===== config.mk =====
export PLATFORM = sky130hd
export DESIGN_NAME = miller_rabin_primality_core
export DESIGN_NICKNAME = d
export VERILOG_FILES = /design/src/rtl/core/mrp_pkg.sv /design/src/rtl/core/miller_rabin_primality_core.sv
export SDC_FILE = /design/constraint.sdc
export NUM_CORES = 1
export LEC_CHECK = 0
export BUFFER_PORTS_ARGS = -buffer_cell sky130_fd_sc_hd__buf_2
export CELL_PAD_IN_SITES_DETAIL_PLACEMENT = 0
export CELL_PAD_IN_SITES_GLOBAL_PLACEMENT = 1
export CORE_UTILIZATION = 40
export DETAILED_ROUTE_END_ITERATION = 10
export PLACE_DENSITY_LB_ADDON = 0.1
export SLEW_MARGIN = 10
export SYNTH_ARGS = -nofsm -noshare
export SYNTH_HDL_FRONTEND = slang
export SYNTH_SLANG_ARGS = --single-unit

===== constraint.sdc =====
create_clock -name clk -period 26.6 [get_ports clk]
set_clock_uncertainty 0.1 [all_clocks]
set_input_delay 3.99 -clock clk [delete_from_list [all_inputs] [get_ports clk]]
set_output_delay 3.99 -clock clk [all_outputs]
set_load 0.02 [all_outputs]

===== src/rtl/core/mrp_pkg.sv =====
package mrp_pkg;

  // sequencer states
  typedef enum logic [3:0] {
    ST_IDLE,
    ST_STRIP,
    ST_MOD,
    ST_POW_CHK,
    ST_MUL,
    ST_POW_NEXT,
    ST_SQ_CHK,
    ST_DONE
  } mrp_state_t;

  // what the shared multiplier result feeds
  typedef enum logic [1:0] {
    MUL_ACC,
    MUL_BASE,
    MUL_SQ
  } mrp_mul_t;

  localparam int unsigned CandWidth = 32;
  localparam int unsigned RandWidth = 31;

endpackage


===== src/rtl/core/miller_rabin_primality_core.sv =====
// Channel | Dir | tdata bits                         | tuser
// in_     | in  | [31:0] candidate, [62:32] random   | last_round
// out_    | out | [0] probably_prime (zero padded)   | -
//
// A round strips the twos from n-1, reduces the random value modulo n-3 by restoring
// subtraction, then exponentiates and squares on the single shift-add modular
// multiplier: one product per bit of d plus one per set bit, then up to s-1
// squarings. The witness reduction has its own subtractor, apart from the multiplier.
// Small and even candidates go straight to the verdict. Reset is synchronous, active
// low, and sets the sticky pass flag. The input is not ready while a round runs
// or while a verdict waits in the output register.
module miller_rabin_primality_core #(
  parameter int unsigned NUMBER_WIDTH = 32
) (
  input  logic        clk,
  input  logic        rst_n,
  input  logic        in_tvalid,
  output logic        in_tready,
  input  logic [63:0] in_tdata,   // [31:0] candidate, [62:32] random_value
  input  logic        in_tuser,   // [0] last_round
  output logic        out_tvalid,
  input  logic        out_tready,
  output logic [7:0]  out_tdata   // [0] probably_prime
);
  import mrp_pkg::*;

  localparam int unsigned W  = NUMBER_WIDTH;
  localparam int unsigned RW = RandWidth;
  localparam int unsigned CW = $clog2(((W > RW) ? W : RW) + 1);

  mrp_state_t state_r, state_nxt;
  mrp_mul_t   mtyp_r;

  logic [W-1:0]  n_r, nm1_r, d_r, acc_r, base_r, ma_r, mb_r, mp_r, rem_r;
  logic [RW-1:0] rnd_r;
  logic [CW-1:0] cnt_r, s_r;
  logic          last_r, pass_r, outv_r, outd_r;

  // candidate masked to NUMBER_WIDTH
  logic [W-1:0] in_n;
  always_comb begin
    in_n = '0;
    for (int i = 0; i < W; i++) begin
      if (i < CandWidth) in_n[i] = in_tdata[i];
    end
  end

  // shared add-mod step: (x + y) mod n, x,y < n
  function automatic logic [W-1:0] addm(logic [W-1:0] x, logic [W-1:0] y,
                                        logic [W-1:0] m);
    logic [W-1:0] gap;
    gap = m - y;
    return (x >= gap) ? x - gap : x + y;
  endfunction

  logic [W-1:0] dbl, mstep;
  always_comb begin
    dbl   = addm(mp_r, mp_r, n_r);
    mstep = mb_r[W-1] ? addm(dbl, ma_r, n_r) : dbl;
  end

  // restoring mod step for the witness: rem = (rem*2 + bit) mod (n-3)
  logic [W:0]   rsh;
  logic [W-1:0] nm3, rem_nxt;
  assign nm3 = n_r - W'(3);
  assign rsh = {rem_r, rnd_r[RW-1]};
  assign rem_nxt = (rsh >= {1'b0, nm3}) ? W'(rsh - {1'b0, nm3}) : rsh[W-1:0];

  assign in_tready = (state_r == ST_IDLE) && !outv_r;
  wire acc_in = in_tvalid && in_tready;

  // next state
  always_comb begin
    state_nxt = state_r;
    case (state_r)
      ST_IDLE:     if (acc_in) begin
        if (in_n <= W'(3) || !in_n[0]) state_nxt = ST_DONE;
        else state_nxt = ST_STRIP;
      end
      ST_STRIP:    if (d_r[0]) state_nxt = ST_MOD;
      ST_MOD:      if (cnt_r == CW'(1)) state_nxt = ST_POW_CHK;
      ST_POW_CHK:  state_nxt = (d_r == '0) ? ST_SQ_CHK : ST_MUL;
      ST_MUL:      if (cnt_r == CW'(1)) begin
        state_nxt = (mtyp_r == MUL_SQ) ? ST_SQ_CHK :
                    (mtyp_r == MUL_ACC) ? ST_MUL : ST_POW_NEXT;
      end
      ST_POW_NEXT: state_nxt = ST_POW_CHK;
      ST_SQ_CHK:   if (acc_r == nm1_r || (s_r == '0) || acc_r == W'(1))
                     state_nxt = ST_DONE;
                   else state_nxt = ST_MUL;
      ST_DONE:     state_nxt = ST_IDLE;
      default:     state_nxt = ST_IDLE;
    endcase
  end

  always_ff @(posedge clk) begin
    if (!rst_n) state_r <= ST_IDLE;
    else state_r <= state_nxt;
  end

  // round result, computed when leaving the square check or on a direct case
  logic round_ok_r;

  // datapath and flags
  always_ff @(posedge clk) begin
    if (!rst_n) begin
      pass_r <= 1'b1;
      outv_r <= 1'b0;
      outd_r <= 1'b0;
    end else begin
      if (outv_r && out_tready) outv_r <= 1'b0;
      case (state_r)
        ST_IDLE: if (acc_in) begin
          n_r    <= in_n;
          nm1_r  <= in_n - W'(1);
          d_r    <= in_n - W'(1);
          rnd_r  <= in_tdata[62:32];
          last_r <= in_tuser;
          s_r    <= '0;
          rem_r  <= '0;
          round_ok_r <= (in_n == W'(2)) || (in_n == W'(3));
        end
        ST_STRIP: begin
          if (!d_r[0]) begin
            d_r <= d_r >> 1;
            s_r <= s_r + CW'(1);
          end else cnt_r <= CW'(RW);
        end
        ST_MOD: begin
          rem_r <= rem_nxt;
          rnd_r <= rnd_r << 1;
          cnt_r <= cnt_r - CW'(1);
          acc_r <= W'(1);
          // witness loads the base once reduction ends
          if (cnt_r == CW'(1)) begin
            base_r <= rem_nxt + W'(2);
            mtyp_r <= MUL_ACC;
          end
        end
        ST_POW_CHK: begin
          if (d_r == '0) begin
            // power done: s counts the s-1 squarings left
            s_r <= s_r - CW'(1);
            round_ok_r <= 1'b0;
          end else begin
            mp_r  <= '0;
            ma_r  <= base_r;
            mb_r  <= d_r[0] ? acc_r : base_r;
            mtyp_r <= d_r[0] ? MUL_ACC : MUL_BASE;
            cnt_r <= CW'(W);
          end
        end
        ST_MUL: begin
          if (cnt_r == CW'(1)) begin
            case (mtyp_r)
              MUL_ACC: begin
                acc_r  <= mstep;
                mp_r   <= '0;
                ma_r   <= base_r;
                mb_r   <= base_r;
                mtyp_r <= MUL_BASE;
                cnt_r  <= CW'(W);
              end
              MUL_BASE: base_r <= mstep;
              MUL_SQ:   acc_r  <= mstep;
              default:  acc_r  <= mstep;
            endcase
          end else begin
            mp_r  <= mstep;
            mb_r  <= mb_r << 1;
            cnt_r <= cnt_r - CW'(1);
          end
        end
        ST_POW_NEXT: d_r <= d_r >> 1;
        ST_SQ_CHK: begin
          if (acc_r == nm1_r) round_ok_r <= 1'b1;
          else if (acc_r == W'(1)) round_ok_r <= (d_r == '0) && (mtyp_r != MUL_SQ);
          else if (s_r != '0) begin
            s_r    <= s_r - CW'(1);
            mp_r   <= '0;
            ma_r   <= acc_r;
            mb_r   <= acc_r;
            mtyp_r <= MUL_SQ;
            cnt_r  <= CW'(W);
          end
        end
        ST_DONE: begin
          if (last_r) begin
            outv_r <= 1'b1;
            outd_r <= pass_r & round_ok_r;
            pass_r <= 1'b1;
          end else pass_r <= pass_r & round_ok_r;
        end
        default: ;
      endcase
    end
  end

  assign out_tvalid = outv_r;
  assign out_tdata  = {7'b0, outd_r};

  // assertions
  a_busy: assert property (@(posedge clk) disable iff (!rst_n)
    (state_r != ST_IDLE) |-> !in_tready) else $error("ready while busy");
  a_hold: assert property (@(posedge clk) disable iff (!rst_n)
    (out_tvalid && !out_tready) |=> out_tvalid) else $error("verdict dropped");
  a_done: assert property (@(posedge clk) disable iff (!rst_n)
    $rose(out_tvalid) |-> $past(state_r == ST_DONE)) else $error("stray verdict");

endmodule


==> results.json <==
{
  "slew_headroom": 0.2374,
  "cts_tree": "built",
  "setup_violations": 0,
  "dieArea_sq_um": 68870,
  "yosys_warnings": 0,
  "hold_class": "flop to flop",
  "via_count": 22650,
  "drive_gt1_frac": 0.08654,
  "synth-main-ff-cell": "edfxtp_1",
  "htreeDepth": 2,
  "grt_pass1_vias": 21900,
  "via_per_inst": 5.823,
  "grtUsageTotal": 0.2488,
  "first_iter_violations": 1932,
  "status": "finished, final reports clean",
  "drc": 0,
  "cts_sinks": 341,
  "chipWidth_um": 262.4,
  "die_h_um": 262.4,
  "wl_met2_mm": 39.12,
  "cts_made_buffers": 35,
  "wl_met1_mm": 41.63,
  "wl_per_cell_um": 22.50,
  "cp_common_cell": "a21oi_1",
  "grt-ovfl-total": 0,
  "io_pins": 79,
  "worst_ep_required_time_ns": 26.78,
  "ys_seq_area_frac": 0.3752,
  "power_frac_comb": 0.675,
  "ys_seq_elements": 341,
  "routed_wl_mm": 87.50,
  "synth.cell_area_sq_um": 27130,
  "clk_pin_slew_ns": 0.07,
  "worst_pin_slew_ns": 1.144,
  "post-cts-setup-buffer-count": 0,
  "rsz0062_at_grt": "false",
  "slowest_delay_ns": 0.67,
  "period_minus_slack_ns": 13.53,
  "net-switching-power_w": 0.002094,
  "fillers": 6559,
  "fin_tns_setup_ns": 0,
  "path_class": "flop to flop",
  "rows": 95,
  "core_sq_um": 67160,
  "syn_area_per_cell_sq_um": 9.209,
  "gp_congestion": 0.9540,
  "period_share": 0.5086,
  "highest_layer": "met4",
  "leakage_nw": 11.98,
  "cts_root_buf": "clkbuf_16",
  "clock_latency_ns": 0.53,
  "synth_edf_count": 335,
  "cts.path.max_buffers": 3,
  "ir_drop_mv": 0.1011,
  "maxCapViolCount": 0,
  "switching_share": 0.4995,
  "endpoint_kind": "flop",
  "hold-worst-slack_ns": 0.3912,
  "grt_antenna_before_repair": 2,
  "cp-start-kind": "flop",
  "crit_arrival_ns": 13.71,
  "finalNetCount": 3256,
  "final_cell_mix": "edfxtp_1, nand2_1, nor2_1",
  "wl_met3_mm": 4.656,
  "hold_viol": 0,
  "drv_slew": 0,
  "p_per_area_nw_per_um2": 141.4,
  "port_buffers": 70,
  "final_common_cell": "edfxtp_1",
  "grt_pass1_wl_mm": 132.7,
  "pwr-share-clk": 0.122,
  "firstDrtPassIters": 7,
  "slowest_stage": "o41ai_1",
  "grt_max_degree": 65,
  "ys_async_sr_fraction": 0,
  "initial_core_util": 0.4039,
  "ant_nets": 0,
  "seqPwrFrac": 0.203,
  "cts-resized-gates": 0,
  "syn_inst": 2946,
  "antenna_cells": 0,
  "p_int_w": 0.002098,
  "synth_cell_types": 107,
  "place_hpwl_mm": 69.42,
  "holdBufCountCts": 0,
  "syn_to_final_growth_pct": 9.284,
  "critPathMaxFanout": 29,
  "fmax_ghz": 0.07391
}
final cells by class:
class	count	area, sq um	area share
Clock buffer	43	948.4	0.03199
Tap cell	873	1092	0.03684
Inverter	195	732.0	0.02469
Multi-Input combinational cell	2318	15890	0.5361
Timing Repair Buffer	102	590.6	0.01992
Sequential cell	341	10180	0.3434
Clock inverter	17	211.5	0.007132
state kept, by name, indices dropped and copies added (netlist names), 31 cells and up:
register and cells:
ma_r 32, rnd_r 31, acc_r 32, nm1_r 32, n_r 32, mb_r 32
rem_r 32, base_r 32, mp_r 32, d_r 32
path summary, 6_finish.rpt:
check / end / depth (start not counted) / startpoint / slack, ns
max: base_r[2]$_DFFE_PP_ / 43 / n_r[0]$_DFFE_PP_ / 13.07
min: pass_r$_SDFFE_PN1N_ / 2 / pass_r$_SDFFE_PN1N_ / 0.39
max reg2reg: base_r[2]$_DFFE_PP_ / 43 / n_r[0]$_DFFE_PP_ / 13.07
min reg2reg: pass_r$_SDFFE_PN1N_ / 2 / pass_r$_SDFFE_PN1N_ / 0.39
routing by layer:
| layer | vias to the layer above | GRT usage |
|---|---|---|
| met5 | - | 0 |
| met3 | 98 | 0.01949 |
| li1 | 10940 | - |
| met4 | 0 | 0.06343 |
| met1 | 10960 | 0.3614 |
| met2 | 656 | 0.3989 |
cells in the mapped netlist (65+ instances only):
cell type	n	area, sq um
clkbuf_1	74	277.8
o21ai_0	163	815.8
a21oi_1	176	880.8
xor2_1	142	1244
nor3_1	93	465.5
edfxtp_1	335	10060
ha_1	189	2365
inv_1	194	728.2
xnor2_1	141	1235
nor2_1	263	987.2
nand3_1	65	325.3
a21o_1	72	540.5
nand2_1	273	1025
worst max-delay path: cells and delay by family, from the launching register on:
kind,cells,cell delay (ns)
compound gates,23,6.97
simple gates,11,2.92
fa+ha+maj,4,1.53
buf+inv,3,0.75
flops,1,0.53
xor+xnor,2,0.38
power groups by stage:
| stage | logic (W) | clock network (W) | registers [W] |
|---|---|---|---|
| after floorplan | 0.00208 | 0 | 0.000809 |
| after global placement | 0.00277 | 0 | 0.000859 |
| after detailed placement | 0.00279 | 0 | 0.000860 |
| after CTS | 0.00281 | 0.000523 | 0.000849 |
| after global routing | 0.00311 | 0.000538 | 0.000860 |
| final | 0.00283 | 0.000511 | 0.000851 |
cells by family after synthesis:
kind of cell	count (synthesis)	synth area share
AO/OA/AOI/OAI	759	0.1921
AND/OR/NAND/NOR	995	0.1763
XOR/XNOR	283	0.09137
flip-flops	341	0.3752
adder cells (fa/ha/maj)	205	0.09492
multiplexers	69	0.02744
buffers and inverters	293	0.04243
other	1	0.0001382
stage by stage:
stage                     setup WS (ns)  instance area [sq um]  utilization  instances  power, W
after floorplan                   17.25                  27150            -       2952  0.002885
after global placement            13.30                  28490       0.4242       3829  0.003631
after detailed placement          13.30                  28490       0.4242       3829  0.003649
after CTS                         13.24                  29650       0.4415       3889  0.004180
after global routing              12.44                  29650       0.4415       3889  0.004503
final                             13.07                  29650       0.4415       3889  0.004193
Note: power is estimated with default switching activity, not from simulation.
